## src/rtl/mpmsm_pkg.sv

```systemverilog
// Shared types and constants for the multi-period metal strength meter.
// Register map, phase encoding, output field widths and reset values.
// No dependencies.
package mpmsm_pkg;

    // Fixed field widths
    localparam int OUT_W      = 24;
    localparam int PERIOD_W   = 8;
    localparam int STRENGTH_W = 3;

    localparam int DEFAULT_COUNT_WIDTH = 24;

    // Register map (index = byte address / 4)
    localparam int REG_IDX_W = 3;
    localparam logic [REG_IDX_W-1:0] REG_PERIOD_COUNT    = 3'd0;
    localparam logic [REG_IDX_W-1:0] REG_TIMEOUT_LIMIT   = 3'd1;
    localparam logic [REG_IDX_W-1:0] REG_LEVEL_ONE_MAX   = 3'd2;
    localparam logic [REG_IDX_W-1:0] REG_LEVEL_TWO_MAX   = 3'd3;
    localparam logic [REG_IDX_W-1:0] REG_LEVEL_THREE_MAX = 3'd4;

    // Register reset values
    localparam logic [PERIOD_W-1:0] RST_PERIOD_COUNT    = 8'd100;
    localparam logic [OUT_W-1:0]    RST_TIMEOUT_LIMIT   = 24'hffffff;
    localparam logic [OUT_W-1:0]    RST_LEVEL_ONE_MAX   = 24'd40;
    localparam logic [OUT_W-1:0]    RST_LEVEL_TWO_MAX   = 24'd100;
    localparam logic [OUT_W-1:0]    RST_LEVEL_THREE_MAX = 24'd200;

    // Strength codes
    localparam logic [STRENGTH_W-1:0] STRENGTH_ONE   = 3'd1;
    localparam logic [STRENGTH_W-1:0] STRENGTH_TWO   = 3'd2;
    localparam logic [STRENGTH_W-1:0] STRENGTH_THREE = 3'd3;
    localparam logic [STRENGTH_W-1:0] STRENGTH_FOUR  = 3'd4;

    // Measurement phases, one-hot
    typedef enum logic [4:0] {
        PH_IDLE       = 5'b00001,
        PH_WAIT_LOW   = 5'b00010,
        PH_WAIT_HIGH  = 5'b00100,
        PH_COUNT_LOW  = 5'b01000,
        PH_COUNT_HIGH = 5'b10000
    } phase_t;

    // Strength thresholds handed to the grading unit
    typedef struct packed {
        logic [OUT_W-1:0] level_one_max;
        logic [OUT_W-1:0] level_two_max;
        logic [OUT_W-1:0] level_three_max;
    } thresh_t;

    // Baseline bookkeeping handed to the grading unit
    typedef struct packed {
        logic             valid;
        logic             pending;
        logic [OUT_W-1:0] value;
    } base_t;

endpackage

```

## src/rtl/multi_period_metal_strength_meter.sv

```systemverilog
// Top level of the multi-period metal strength meter: APB register file,
// phase sequencer, tick counter and output register.
// Depends on mpmsm_pkg and mpmsm_grade.
//
// Usage
//   Input stream (s_*): one request per tick of the counting clock, carrying
//   start_req, rebase and the sampled oscillator pin level. A start while idle
//   arms the block; it then waits for the pin low, then high, then times
//   period_count further rising edges. Each wait phase and the whole count time out at timeout_limit.
//   Output stream (m_*): at most one request per measurement with the tick
//   count (0 on timeout), timeout flag, baseline flag, absolute difference
//   from the baseline and a strength level of 1 to 4.
//   The result of the finishing tick appears on m_tvalid in the cycle after
//   that tick is accepted. Throughput: one input request every cycle while
//   s_tready is high; one pass of logic runs between the state registers
//   and the output register, so the output register is the only stage.
//   Stall: s_tready stays high while the output register is empty or being
//   drained; a stalled result holds in place and only then is input held off.
//   Reset (aresetn low, synchronous): registers return to their defaults,
//   phase goes idle, baseline is forgotten, the output register empties.
//   APB: five 32-bit registers at byte addresses 0,4,8,12,16; write them only
//   while no measurement is running.
module multi_period_metal_strength_meter
    import mpmsm_pkg::*;
#(
    parameter int COUNT_WIDTH = DEFAULT_COUNT_WIDTH
) (
    input  logic        aclk,
    input  logic        aresetn,

    // APB configuration port
    input  logic        psel,
    input  logic        penable,
    input  logic        pwrite,
    input  logic [4:0]  paddr,
    input  logic [31:0] pwdata,
    output logic [31:0] prdata,
    output logic        pready,

    // Input stream
    input  logic        s_tvalid,
    output logic        s_tready,
    input  logic [7:0]  s_tdata,   // [0] start_req, [1] rebase, [2] pin_level, rest zero
    // Result stream
    output logic        m_tvalid,
    input  logic        m_tready,
    output logic [55:0] m_tdata,   // [23:0] period_ticks, [47:24] abs_difference,
                                   // [50:48] strength, rest zero
    output logic [1:0]  m_tuser    // [0] timed_out, [1] is_baseline
);

    localparam int WIDE_W = (COUNT_WIDTH > OUT_W) ? COUNT_WIDTH : OUT_W;
    localparam logic [COUNT_WIDTH-1:0] COUNT_MAX = {COUNT_WIDTH{1'b1}};

    // ------------------------------------------------------------------
    // Configuration registers
    // ------------------------------------------------------------------
    logic [PERIOD_W-1:0] period_count_reg;
    logic [OUT_W-1:0]    timeout_limit_reg;
    thresh_t             thresh_reg;

    logic                 cfg_write;
    logic [REG_IDX_W-1:0] cfg_idx;

    assign pready    = 1'b1;
    assign cfg_write = psel && penable && pwrite && pready;
    assign cfg_idx   = paddr[4:2];

    always_ff @(posedge aclk) begin
        if (!aresetn) begin
            period_count_reg           <= RST_PERIOD_COUNT;
            timeout_limit_reg          <= RST_TIMEOUT_LIMIT;
            thresh_reg.level_one_max   <= RST_LEVEL_ONE_MAX;
            thresh_reg.level_two_max   <= RST_LEVEL_TWO_MAX;
            thresh_reg.level_three_max <= RST_LEVEL_THREE_MAX;
        end else if (cfg_write) begin
            unique case (cfg_idx)
                REG_PERIOD_COUNT:    period_count_reg           <= pwdata[PERIOD_W-1:0];
                REG_TIMEOUT_LIMIT:   timeout_limit_reg          <= pwdata[OUT_W-1:0];
                REG_LEVEL_ONE_MAX:   thresh_reg.level_one_max   <= pwdata[OUT_W-1:0];
                REG_LEVEL_TWO_MAX:   thresh_reg.level_two_max   <= pwdata[OUT_W-1:0];
                REG_LEVEL_THREE_MAX: thresh_reg.level_three_max <= pwdata[OUT_W-1:0];
                default: ;  // unmapped: drop the write
            endcase
        end
    end

    always_comb begin
        unique case (cfg_idx)
            REG_PERIOD_COUNT:    prdata = {{(32-PERIOD_W){1'b0}}, period_count_reg};
            REG_TIMEOUT_LIMIT:   prdata = {{(32-OUT_W){1'b0}}, timeout_limit_reg};
            REG_LEVEL_ONE_MAX:   prdata = {{(32-OUT_W){1'b0}}, thresh_reg.level_one_max};
            REG_LEVEL_TWO_MAX:   prdata = {{(32-OUT_W){1'b0}}, thresh_reg.level_two_max};
            REG_LEVEL_THREE_MAX: prdata = {{(32-OUT_W){1'b0}}, thresh_reg.level_three_max};
            default:             prdata = 32'd0;
        endcase
    end

    // ------------------------------------------------------------------
    // Handshake
    // ------------------------------------------------------------------
    logic m_tvalid_reg;
    logic in_fire;

    // take a new request whenever the output register is free or draining
    assign s_tready = !m_tvalid_reg || m_tready;
    assign in_fire  = s_tvalid && s_tready;

    logic in_start;
    logic in_rebase;
    logic in_pin;

    assign in_start  = s_tdata[0];
    assign in_rebase = s_tdata[1];
    assign in_pin    = s_tdata[2];

    // ------------------------------------------------------------------
    // Measurement state
    // ------------------------------------------------------------------
    phase_t                 phase_reg,   phase_next;
    logic [COUNT_WIDTH-1:0] tick_reg,    tick_next;
    logic [PERIOD_W-1:0]    edges_reg,   edges_next;
    base_t                  base_reg,    base_next;

    logic [COUNT_WIDTH-1:0] tick_bumped;
    logic [WIDE_W-1:0]      bumped_wide;
    logic [WIDE_W-1:0]      limit_wide;
    logic                   limit_hit;
    logic [PERIOD_W-1:0]    edges_inc;

    logic                   fin;
    logic                   fin_tout;
    logic [OUT_W-1:0]       fin_count;

    logic                   take;
    logic [OUT_W-1:0]       diff;
    logic [STRENGTH_W-1:0]  strength;

    always_comb begin
        // saturate at the counter's top value
        tick_bumped = (tick_reg == COUNT_MAX) ? tick_reg : tick_reg + 1'b1;
        bumped_wide = WIDE_W'(tick_bumped);
        // effective limit: smaller of the register and the counter's range
        if (WIDE_W'(timeout_limit_reg) < WIDE_W'(COUNT_MAX)) begin
            limit_wide = WIDE_W'(timeout_limit_reg);
        end else begin
            limit_wide = WIDE_W'(COUNT_MAX);
        end
        limit_hit = bumped_wide >= limit_wide;
        edges_inc = edges_reg + 1'b1;
    end

    always_comb begin
        phase_next = phase_reg;
        tick_next  = tick_reg;
        edges_next = edges_reg;
        base_next  = base_reg;
        fin        = 1'b0;
        fin_tout   = 1'b0;
        fin_count  = '0;

        unique case (phase_reg) inside
            PH_WAIT_LOW: begin
                if (!in_pin) begin
                    phase_next = PH_WAIT_HIGH;
                    tick_next  = '0;
                end else begin
                    tick_next = tick_bumped;
                    if (limit_hit) begin
                        fin      = 1'b1;
                        fin_tout = 1'b1;
                    end
                end
            end
            PH_WAIT_HIGH: begin
                if (in_pin) begin
                    tick_next  = '0;
                    edges_next = '0;
                    if (period_count_reg == '0) begin
                        fin = 1'b1;
                    end else begin
                        phase_next = PH_COUNT_LOW;
                    end
                end else begin
                    tick_next = tick_bumped;
                    if (limit_hit) begin
                        fin      = 1'b1;
                        fin_tout = 1'b1;
                    end
                end
            end
            PH_COUNT_LOW, PH_COUNT_HIGH: begin
                tick_next = tick_bumped;
                if (phase_reg == PH_COUNT_LOW) begin
                    if (!in_pin) begin
                        phase_next = PH_COUNT_HIGH;
                    end
                end else if (in_pin) begin
                    edges_next = edges_inc;
                    if (edges_inc >= period_count_reg) begin
                        fin       = 1'b1;
                        fin_count = bumped_wide[OUT_W-1:0];
                    end else begin
                        phase_next = PH_COUNT_LOW;
                    end
                end
                // a completed count wins over a timeout on the same tick
                if (!fin && limit_hit) begin
                    fin      = 1'b1;
                    fin_tout = 1'b1;
                end
            end
            default: begin
                phase_next = PH_IDLE;
                if (in_start) begin
                    phase_next       = PH_WAIT_LOW;
                    tick_next        = '0;
                    edges_next       = '0;
                    base_next.pending = in_rebase;
                end
            end
        endcase

        if (fin) begin
            phase_next        = PH_IDLE;
            tick_next         = '0;
            edges_next        = '0;
            base_next.pending = 1'b0;
            if (take) begin
                base_next.value = fin_count;
                base_next.valid = 1'b1;
            end
        end
    end

    mpmsm_grade u_grade (
        .count    (fin_count),
        .base     (base_reg),
        .thresh   (thresh_reg),
        .take     (take),
        .diff     (diff),
        .strength (strength)
    );

    always_ff @(posedge aclk) begin
        if (!aresetn) begin
            phase_reg <= PH_IDLE;
            tick_reg  <= '0;
            edges_reg <= '0;
            base_reg  <= '0;
        end else if (in_fire) begin
            phase_reg <= phase_next;
            tick_reg  <= tick_next;
            edges_reg <= edges_next;
            base_reg  <= base_next;
        end
    end

    // ------------------------------------------------------------------
    // Output register
    // ------------------------------------------------------------------
    logic [OUT_W-1:0]      period_ticks_reg;
    logic [OUT_W-1:0]      abs_difference_reg;
    logic [STRENGTH_W-1:0] strength_reg;
    logic                  timed_out_reg;
    logic                  is_baseline_reg;

    always_ff @(posedge aclk) begin
        if (!aresetn) begin
            m_tvalid_reg <= 1'b0;
        end else if (in_fire && fin) begin
            m_tvalid_reg <= 1'b1;
        end else if (m_tready) begin
            m_tvalid_reg <= 1'b0;
        end
    end

    // payload loads only when the register is free or draining
    always_ff @(posedge aclk) begin
        if (in_fire && fin) begin
            period_ticks_reg   <= fin_count;
            abs_difference_reg <= diff;
            strength_reg       <= strength;
            timed_out_reg      <= fin_tout;
            is_baseline_reg    <= take;
        end
    end

    assign m_tvalid = m_tvalid_reg;
    assign m_tdata  = {5'd0, strength_reg, abs_difference_reg, period_ticks_reg};
    assign m_tuser  = {is_baseline_reg, timed_out_reg};

    // ------------------------------------------------------------------
    // Assertions
    // ------------------------------------------------------------------
    a_timeout_zero: assert property (@(posedge aclk) disable iff (!aresetn)
        m_tvalid && m_tuser[0] |-> m_tdata[23:0] == '0)
        else $error("timed-out result carries a nonzero count");

    a_baseline_grade: assert property (@(posedge aclk) disable iff (!aresetn)
        m_tvalid && m_tuser[1] |-> m_tdata[47:24] == '0 && m_tdata[50:48] == STRENGTH_ONE)
        else $error("baseline result is not graded as zero difference");

    a_strength_range: assert property (@(posedge aclk) disable iff (!aresetn)
        m_tvalid |-> m_tdata[50:48] >= STRENGTH_ONE && m_tdata[50:48] <= STRENGTH_FOUR)
        else $error("strength out of range");

    a_finish_idle: assert property (@(posedge aclk) disable iff (!aresetn)
        in_fire && fin |=> phase_reg == PH_IDLE && tick_reg == '0 && m_tvalid_reg
            && !base_reg.pending && base_reg.valid)
        else $error("finished measurement did not return to idle with a result");

endmodule

```

## src/rtl/mpmsm_grade.sv

```systemverilog
// Grading unit: baseline take decision, absolute difference and strength level.
// Depends on mpmsm_pkg.
module mpmsm_grade
    import mpmsm_pkg::*;
(
    input  logic [OUT_W-1:0]      count,
    input  base_t                 base,
    input  thresh_t               thresh,
    output logic                  take,
    output logic [OUT_W-1:0]      diff,
    output logic [STRENGTH_W-1:0] strength
);

    logic [OUT_W-1:0] ref_value;

    always_comb begin
        take      = !base.valid || base.pending;
        // compare against the baseline as it stands after any update
        ref_value = take ? count : base.value;
        diff      = (count >= ref_value) ? (count - ref_value) : (ref_value - count);

        if (diff <= thresh.level_one_max) begin
            strength = STRENGTH_ONE;
        end else if (diff <= thresh.level_two_max) begin
            strength = STRENGTH_TWO;
        end else if (diff <= thresh.level_three_max) begin
            strength = STRENGTH_THREE;
        end else begin
            strength = STRENGTH_FOUR;
        end
    end

endmodule
```

## config.mk

```make
export PLATFORM = sky130hd
export DESIGN_NAME = multi_period_metal_strength_meter
export DESIGN_NICKNAME = d
export VERILOG_FILES = /design/src/rtl/mpmsm_pkg.sv /design/src/rtl/multi_period_metal_strength_meter.sv /design/src/rtl/mpmsm_grade.sv
export SDC_FILE = /design/constraint.sdc
export NUM_CORES = 1
export LEC_CHECK = 0
export BUFFER_PORTS_ARGS = -buffer_cell sky130_fd_sc_hd__clkbuf_2
export CORE_AREA = 8 8 213 164
export DETAILED_ROUTE_END_ITERATION = 10
export DIE_AREA = 0 0 221 172
export PLACE_DENSITY = 0.75
export SETUP_SLACK_MARGIN = 0.02
export SKIP_LAST_GASP = 1
export SLEW_MARGIN = 20
export SYNTH_ARGS = -nofsm -noshare
export SYNTH_HDL_FRONTEND = slang
export SYNTH_HIERARCHICAL = 1
export SYNTH_SLANG_ARGS = --single-unit
```

## constraint.sdc

```tcl
create_clock -name aclk -period 10.63 [get_ports aclk]
set_clock_uncertainty 0.15 [all_clocks]
set_input_delay 0.5315 -clock aclk [delete_from_list [all_inputs] [get_ports aclk]]
set_output_delay 0.5315 -clock aclk [all_outputs]
set_load 0.02 [all_outputs]
```

==> impl_results.rst, run 1 <==
.. list-table::
   :header-rows: 1

   * - Metric
     - Value
   * - Result of the run
     - finished, final reports clean
   * - Power per Cell Area
     - 109 nW/µm²
   * - Post-CTS sizing
     - 0
   * - Period minus WS final
     - 8.64 ns
   * - Total number of H-tree levels
     - 1
   * - Count of different cell masters after synthesis
     - 97
   * - Critical Path Max Stage Delay
     - 0.78 ns
   * - Antenna violations before repair
     - 0
   * - Max frequency
     - 0.116 GHz
   * - Net switching share of the total power
     - 24.3%
   * - Placed standard-cell area
     - 16,100 µm²
   * - Area used by multi-input combinational logic
     - 9360 µm²
   * - Startpoint type of the worst setup path
     - flip-flop
   * - Data required time at the worst endpoint
     - 10.74 ns
   * - Number of iterations in the first detailed-routing pass
     - 5
   * - Routed wire per std cell
     - 20.5 µm
   * - Final worst-path cycle share
     - 81.3%
   * - Cell area after technology mapping
     - 15,500 µm²
   * - Placeable core area
     - 31,700 µm²
   * - Fill cell total of the finished layout
     - 2,884
   * - Area share of the leading cell type in the synthesized netlist
     - 21.7%
   * - Number of I/O port buffers
     - 115
   * - Largest fanout of any net on the critical path
     - 26
   * - Clock tree from TritonCTS
     - yes
   * - Combinational share of power
     - 5.3%
   * - WP data arrival
     - 8.75 ns
   * - Share of the yosys chip area belonging to registers
     - 31.9%
   * - Buffer cell driving the clock tree root
     - sky130_fd_sc_hd__clkbuf_16
   * - Max Transition Viols Final
     - 0
   * - Max-Cap Viols
     - 0
   * - Number of flip-flops in the largest register
     - 72
   * - Final-layout setup total negative slack
     - 0 ns
   * - RD Place Congestion
     - 0.945
   * - Count of synthesis-stage warnings from yosys
     - 6
   * - Hold WC Path Type
     - in -> reg
   * - Dominant register cell in the synthesized netlist
     - sky130_fd_sc_hd__dfxtp_1
   * - Worst vdd rail ir drop
     - 0.0851 mV
   * - Width of the die
     - 221 µm
   * - Post-Route WL
     - 47,700 µm
   * - Internal power
     - 1.41 mW
   * - Sequential cell area in the final layout
     - 4950 µm²
   * - Via count of the first global-routing pass
     - 12,878
   * - Worst skew pair latency
     - 0.54 ns
   * - Area growth from synthesis to layout
     - 9.41%
   * - Synth Register Bits
     - 221
   * - Gate count after technology mapping
     - 1,858
   * - Leak Pwr
     - 7.48 nW
   * - Number of sinks driven by the clock tree
     - 221
   * - Nets
     - 2,110
   * - Path type of the worst setup path
     - reg -> reg
   * - Final-report hold violation count
     - 0
   * - Number of synthesized flops with an enable pin
     - 53
   * - Cell type with the highest occurrence count on the critical path
     - sky130_fd_sc_hd__ha_1
   * - HPWL after detailed placement
     - 34,900 µm
   * - Initial core utilization
     - 48.9%
   * - Number of top-level pins
     - 145
   * - Clk pin slew, worst setup/hold paths
     - 0.06 ns
   * - Antenna Nets Post-Route
     - 0
   * - Antenna diode count
     - 0
   * - Die Y-Extent
     - 172 µm
   * - Top area cells in the synthesized netlist
     - sky130_fd_sc_hd__dfxtp_1, sky130_fd_sc_hd__ha_1, sky130_fd_sc_hd__edfxtp_1, sky130_fd_sc_hd__nand2_1, sky130_fd_sc_hd__inv_1
   * - Number of design-rule violations left by the first detailed-router iteration
     - 1,539
   * - Relative slew slack
     - 26.4%
   * - RSZ-0062 raised after global routing
     - false
   * - Average vias per placed instance
     - 5.96
   * - Worst-path cell with the longest stage delay
     - sky130_fd_sc_hd__nor3_4
   * - Number of cell rows
     - 57
   * - Post-Syn Area per Cell
     - 8.35 µm²
   * - Post-route standard cell area excluding fillers
     - 17,000 µm²
   * - Sequential fraction of design power
     - 46.5%
   * - Global-route wire length before repair
     - 73,700 µm
   * - Aggregate global routing overflow
     - 0
   * - Number of vias after detailed routing
     - 13,913
   * - Hold-fix buffers at CTS
     - 0
   * - Residual DRC
     - 0
   * - Net switching power figure
     - 0.451 mW
   * - Top cells by instance count after synthesis
     - sky130_fd_sc_hd__nand2_1, sky130_fd_sc_hd__dfxtp_1, sky130_fd_sc_hd__inv_1, sky130_fd_sc_hd__ha_1, sky130_fd_sc_hd__a21oi_1
   * - Ratio of cells with drive above 1 in the final layout
     - 12.3%
   * - Worst slew pin tran
     - 1.10 ns
   * - Largest net degree at the start of global routing
     - 119
   * - Most repeated cell in the gate-level netlist after synthesis
     - sky130_fd_sc_hd__nand2_1
   * - Part of the total power dissipated in the clock network
     - 48.1%
   * - Final setup fails
     - 0
   * - Kind of end point of the critical path
     - flip-flop
   * - Cell type contributing the most total cell area after synthesis
     - sky130_fd_sc_hd__dfxtp_1
   * - Global-route total usage across every layer
     - 24.0%
   * - Post-CTS repair timing setup buffer count
     - 0
   * - Share of flip-flops with an asynchronous set or reset after synthesis
     - 0%
   * - Inserted Clock Buffers
     - 25
   * - Die Footprint
     - 38,000 µm²
   * - Buffer depth of the longest clock path
     - 3
[kinds of logic (layout without fill, tap and decap cells)]
group / count (synthesis) / in the layout / share of synthesized area [%]
adder cells (fa/ha/maj): 155 / 155 / 12.6
XOR/XNOR: 47 / 47 / 2.80
multiplexers: 20 / 20 / 1.36
AO/OA/AOI/OAI: 494 / 494 / 22.6
AND/OR/NAND/NOR: 630 / 630 / 20.5
buffers and inverters: 289 / 340 / 8.16
flip-flops: 221 / 221 / 31.9
other: 2 / 14 / 0.0484
[power groups by stage]
stage	logic [mW]	clock network, mW	registers (mW)
detailed placement	0.0963	0	0.883
finish	0.0992	0.893	0.864
CTS	0.0968	0.904	0.864
floorplan	0.0645	0	0.881
global route	0.106	0.941	0.864
global placement	0.0950	0	0.883
[worst max-delay path, delay by kind of cell, from the launching register on]
family,cells,cell delay [ns]
and+or+nand+nor,11,3.20
AOI/OAI and AO/OA,9,1.57
adders and majority gates,4,1.38
xor gates and xnor gates,2,0.81
buffers and inverters,3,0.60
DFF,1,0.39
muxes,1,0.20
[layer usage]
metal | up-vias | wire (µm) | global-route usage [%]
li1 | 6599 | - | -
met5 | - | 0 | 0
met4 | 0 | 988 | 5.30
met2 | 565 | 20400 | 36.7
met1 | 6679 | 22200 | 34.8
met3 | 70 | 4140 | 4.66
[cells in the final DEF, fill, tap and decap left out, types with 12 or more instances in the layout]
cell type / instances
sky130_fd_sc_hd__nand2_1: 282
sky130_fd_sc_hd__dfxtp_1: 168
sky130_fd_sc_hd__inv_1: 167
sky130_fd_sc_hd__ha_1: 153
sky130_fd_sc_hd__clkbuf_2: 114
sky130_fd_sc_hd__a21oi_1: 79
sky130_fd_sc_hd__nor2_1: 75
sky130_fd_sc_hd__a21boi_0: 74
sky130_fd_sc_hd__a22oi_1: 73
sky130_fd_sc_hd__a21o_1: 68
sky130_fd_sc_hd__edfxtp_1: 53
sky130_fd_sc_hd__nand3_1: 52
sky130_fd_sc_hd__nand4_1: 40
sky130_fd_sc_hd__o21ai_0: 39
sky130_fd_sc_hd__nor2b_1: 38
sky130_fd_sc_hd__o211ai_1: 35
sky130_fd_sc_hd__and2_1: 34
sky130_fd_sc_hd__xnor2_1: 27
sky130_fd_sc_hd__clkbuf_16: 25
sky130_fd_sc_hd__nor3_1: 21
sky130_fd_sc_hd__a21boi_1: 20
sky130_fd_sc_hd__xor2_1: 17
sky130_fd_sc_hd__o22ai_1: 17
sky130_fd_sc_hd__conb_1: 14
sky130_fd_sc_hd__buf_4: 12
[final timing paths]
path | end | slack [ns] | cells past startpoint | startpoint
max reg2reg | strength_reg[2]$_DFFE_PP_ | 1.99 | 30 | edges_reg[0]$_SDFFE_PN0P_
min reg2reg | base_reg[25]$_SDFFE_PN0P_ | 0.32 | 2 | base_reg[25]$_SDFFE_PN0P_
max | strength_reg[2]$_DFFE_PP_ | 1.99 | 30 | edges_reg[0]$_SDFFE_PN0P_
min | thresh_reg[23]$_SDFFE_PN0P_ | 0.12 | 3 | pwdata[23]
[final cells by class]
cell class | count | area share, %
Multi-Input combinational cell | 1360 | 55.2
Clock buffer | 29 | 3.83
Inverter | 168 | 3.75
Sequential cell | 221 | 29.2
Tap cell | 413 | 3.05
Timing Repair Buffer | 127 | 3.96
Clock inverter | 16 | 1.04
[through the flow]
| step | hold WS (ns) | util, % | power, mW | setup slack (ns) | std cells |
|---|---|---|---|---|---|
| after global routing | 0.132 | 53.5 | 1.91 | 1.37 | 2334 |
| after floorplan | 0.280 | - | 0.946 | 3.86 | 1870 |
| after detailed placement | 0.308 | 50.8 | 0.979 | 2.13 | 2288 |
| after global placement | 0.295 | 50.8 | 0.977 | 2.35 | 2288 |
| after CTS | 0.105 | 53.4 | 1.87 | 2.11 | 2333 |
| final | 0.123 | 53.5 | 1.86 | 1.99 | 2334 |
Power figures use the tool's default switching activity.
==> run 2, diff against run 1 <==
==> constraint.sdc (replaced) <==
create_clock -name aclk -period 9 [get_ports aclk]
set_clock_uncertainty 0.15 [all_clocks]
set_input_delay 0.45 -clock aclk [delete_from_list [all_inputs] [get_ports aclk]]
set_output_delay 0.45 -clock aclk [all_outputs]
set_load 0.02 [all_outputs]
==> impl_results.rst, run 2 (same netlist as run 1, synthesis figures left out) <==
.. list-table::
   :header-rows: 1

   * - Metric
     - Value
   * - WP data arrival
     - 8.51 ns
   * - Worst vdd rail ir drop
     - 0.102 mV
   * - Residual DRC
     - 0
   * - Kind of end point of the critical path
     - flip-flop
   * - Leading cell type in the layout, fill and taps excluded
     - sky130_fd_sc_hd__nand2_1
   * - Number of iterations in the first detailed-routing pass
     - 7
   * - Placeable core area
     - 31,700 µm²
   * - Final worst-path cycle share
     - 92.9%
   * - Antenna Nets Post-Route
     - 0
   * - Width of the die
     - 221 µm
   * - Max frequency
     - 0.120 GHz
   * - Commonest non-fill, non-tap cells in the layout
     - sky130_fd_sc_hd__nand2_1, sky130_fd_sc_hd__dfxtp_1, sky130_fd_sc_hd__inv_1
   * - Buffer cell driving the clock tree root
     - sky130_fd_sc_hd__clkbuf_16
   * - Overall power of the completed layout
     - 2.18 mW
   * - Number of cells after detailed placement
     - 2,296
   * - Number of sinks driven by the clock tree
     - 221
   * - Part of the total power dissipated in the clock network
     - 47.8%
   * - Buffer depth of the longest clock path
     - 3
   * - Via count of the first global-routing pass
     - 13,225
   * - Average vias per placed instance
     - 6.01
   * - Aggregate global routing overflow
     - 0
   * - HPWL after detailed placement
     - 35,300 µm
   * - Largest net degree at the start of global routing
     - 97
   * - Total number of H-tree levels
     - 1
   * - Internal power
     - 1.66 mW
   * - Critical path buffer and inverter count
     - 1
   * - Cell type with the highest occurrence count on the critical path
     - sky130_fd_sc_hd__nor3_1
   * - Hold WC Path Type
     - in -> reg
   * - Die Y-Extent
     - 172 µm
   * - Number of design-rule violations left by the first detailed-router iteration
     - 1,373
   * - Final-layout setup total negative slack
     - 0 ns
   * - Net switching power figure
     - 0.518 mW
   * - Largest fanout of any net on the critical path
     - 19
   * - Routed wire per std cell
     - 20.4 µm
   * - Hold-fix buffers at CTS
     - 0
   * - Ratio of cells with drive above 1 in the final layout
     - 12.6%
   * - Net switching share of the total power
     - 23.7%
   * - Path type of the worst setup path
     - reg -> reg
   * - Relative slew slack
     - 25.5%
   * - Final-report hold violation count
     - 0
   * - Period minus WS final
     - 8.36 ns
   * - Worst slew pin tran
     - 1.12 ns
   * - Post-CTS sizing
     - 0
   * - Global-route wire length before repair
     - 74,200 µm
   * - Area growth from synthesis to layout
     - 9.84%
   * - Sequential fraction of design power
     - 46.8%
   * - Startpoint type of the worst setup path
     - flip-flop
   * - Nets
     - 2,118
   * - RD Place Congestion
     - 0.934
   * - Inserted Clock Buffers
     - 24
   * - Result of the run
     - finished, final reports clean
   * - Die Footprint
     - 38,000 µm²
   * - Power per Cell Area
     - 128 nW/µm²
   * - Max Transition Viols Final
     - 0
   * - Clk pin slew, worst setup/hold paths
     - 0.06 ns
   * - Number of top-level pins
     - 145
   * - Number of vias after detailed routing
     - 14,075
   * - RSZ-0062 raised after global routing
     - false
   * - Leak Pwr
     - 7.53 nW
   * - Filler-free cell count of the finished design
     - 2,343
   * - Final setup fails
     - 0
   * - Data required time at the worst endpoint
     - 9.14 ns
   * - Combinational share of power
     - 5.4%
   * - Number of I/O port buffers
     - 115
   * - Top Family by Delay on Critical Path
     - simple AND/OR/NAND/NOR gates
   * - Number of flip-flops in the largest register
     - 72
   * - Number of cell rows
     - 57
   * - Initial core utilization
     - 48.9%
   * - Fill cell total of the finished layout
     - 2,911
   * - Clock tree from TritonCTS
     - yes
   * - Worst-path cell with the longest stage delay
     - sky130_fd_sc_hd__nor3_2
   * - Antenna violations before repair
     - 1
   * - Critical Path Max Stage Delay
     - 0.79 ns
   * - Global-route total usage across every layer
     - 24.1%
   * - Max-Cap Viols
     - 0
   * - Post-CTS repair timing setup buffer count
     - 0
   * - Post-Route WL
     - 47,800 µm
   * - Worst skew pair latency
     - 0.54 ns
-- run 2: cell type report --
| type | instances | area, µm² | area share, % |
|---|---|---|---|
| Antenna cell | 1 | 2.50 | 0.0147 |
| Clock buffer | 29 | 661 | 3.88 |
| Clock inverter | 15 | 160 | 0.940 |
| Inverter | 168 | 636 | 3.73 |
| Multi-Input combinational cell | 1361 | 9370 | 55.0 |
| Sequential cell | 221 | 4950 | 29.1 |
| Tap cell | 413 | 517 | 3.03 |
| Timing Repair Buffer | 135 | 732 | 4.30 |
-- run 2: worst register-to-register path, delay by kind of cell (launching register included) --
family,cells,cell delay [ns]
simple gates,15,4.13
compound gates,8,1.80
fa+ha+maj,3,0.89
xor+xnor,1,0.63
flops,1,0.44
buf+inv,1,0.08
-- run 2: final timing paths --
kind	from	end	slack [ns]	depth (start not counted)
setup / recovery	edges_reg[2]$_SDFFE_PN0P_	strength_reg[2]$_DFFE_PP_	0.64	28
hold / removal	pwdata[23]	timeout_limit_reg[23]$_SDFFE_PN1P_	0.06	3
setup reg to reg	edges_reg[2]$_SDFFE_PN0P_	strength_reg[2]$_DFFE_PP_	0.64	28
hold reg to reg	base_reg[25]$_SDFFE_PN0P_	base_reg[25]$_SDFFE_PN0P_	0.32	2
-- run 2: power by group through the flow --
| stage | Combinational (mW) | Clock (mW) | Sequential [mW] |
|---|---|---|---|
| 6_report | 0.118 | 1.04 | 1.02 |
| 5_1_grt | 0.126 | 1.09 | 1.02 |
| 4_1_cts | 0.114 | 1.05 | 1.02 |
| 3_5_place_dp | 0.114 | 0 | 1.04 |
| 3_3_place_gp | 0.112 | 0 | 1.04 |
| 2_1_floorplan | 0.0762 | 0 | 1.04 |
-- run 2: metal layers --
metal / vias to the layer above / GRT usage (%) / part of all wire, %
li1: 6628 / - / -
met1: 6736 / 34.3 / 46
met2: 621 / 36.2 / 42
met3: 90 / 5.53 / 9.0
met4: 0 / 6.77 / 2.8
met5: - / 0 / 0
-- run 2: stage by stage --
stage | util [%] | cell area [µm²] | hold WS, ns | worst slack [ns]
floorplan | - | 15600 | 0.280 | 2.23
global placement | 51.0 | 16200 | 0.297 | 0.692
detailed placement | 51.0 | 16200 | 0.307 | 0.598
CTS | 53.6 | 17000 | 0.0486 | 0.547
global route | 53.7 | 17000 | 0.0684 | 0.0859
finish | 53.7 | 17000 | 0.0613 | 0.635
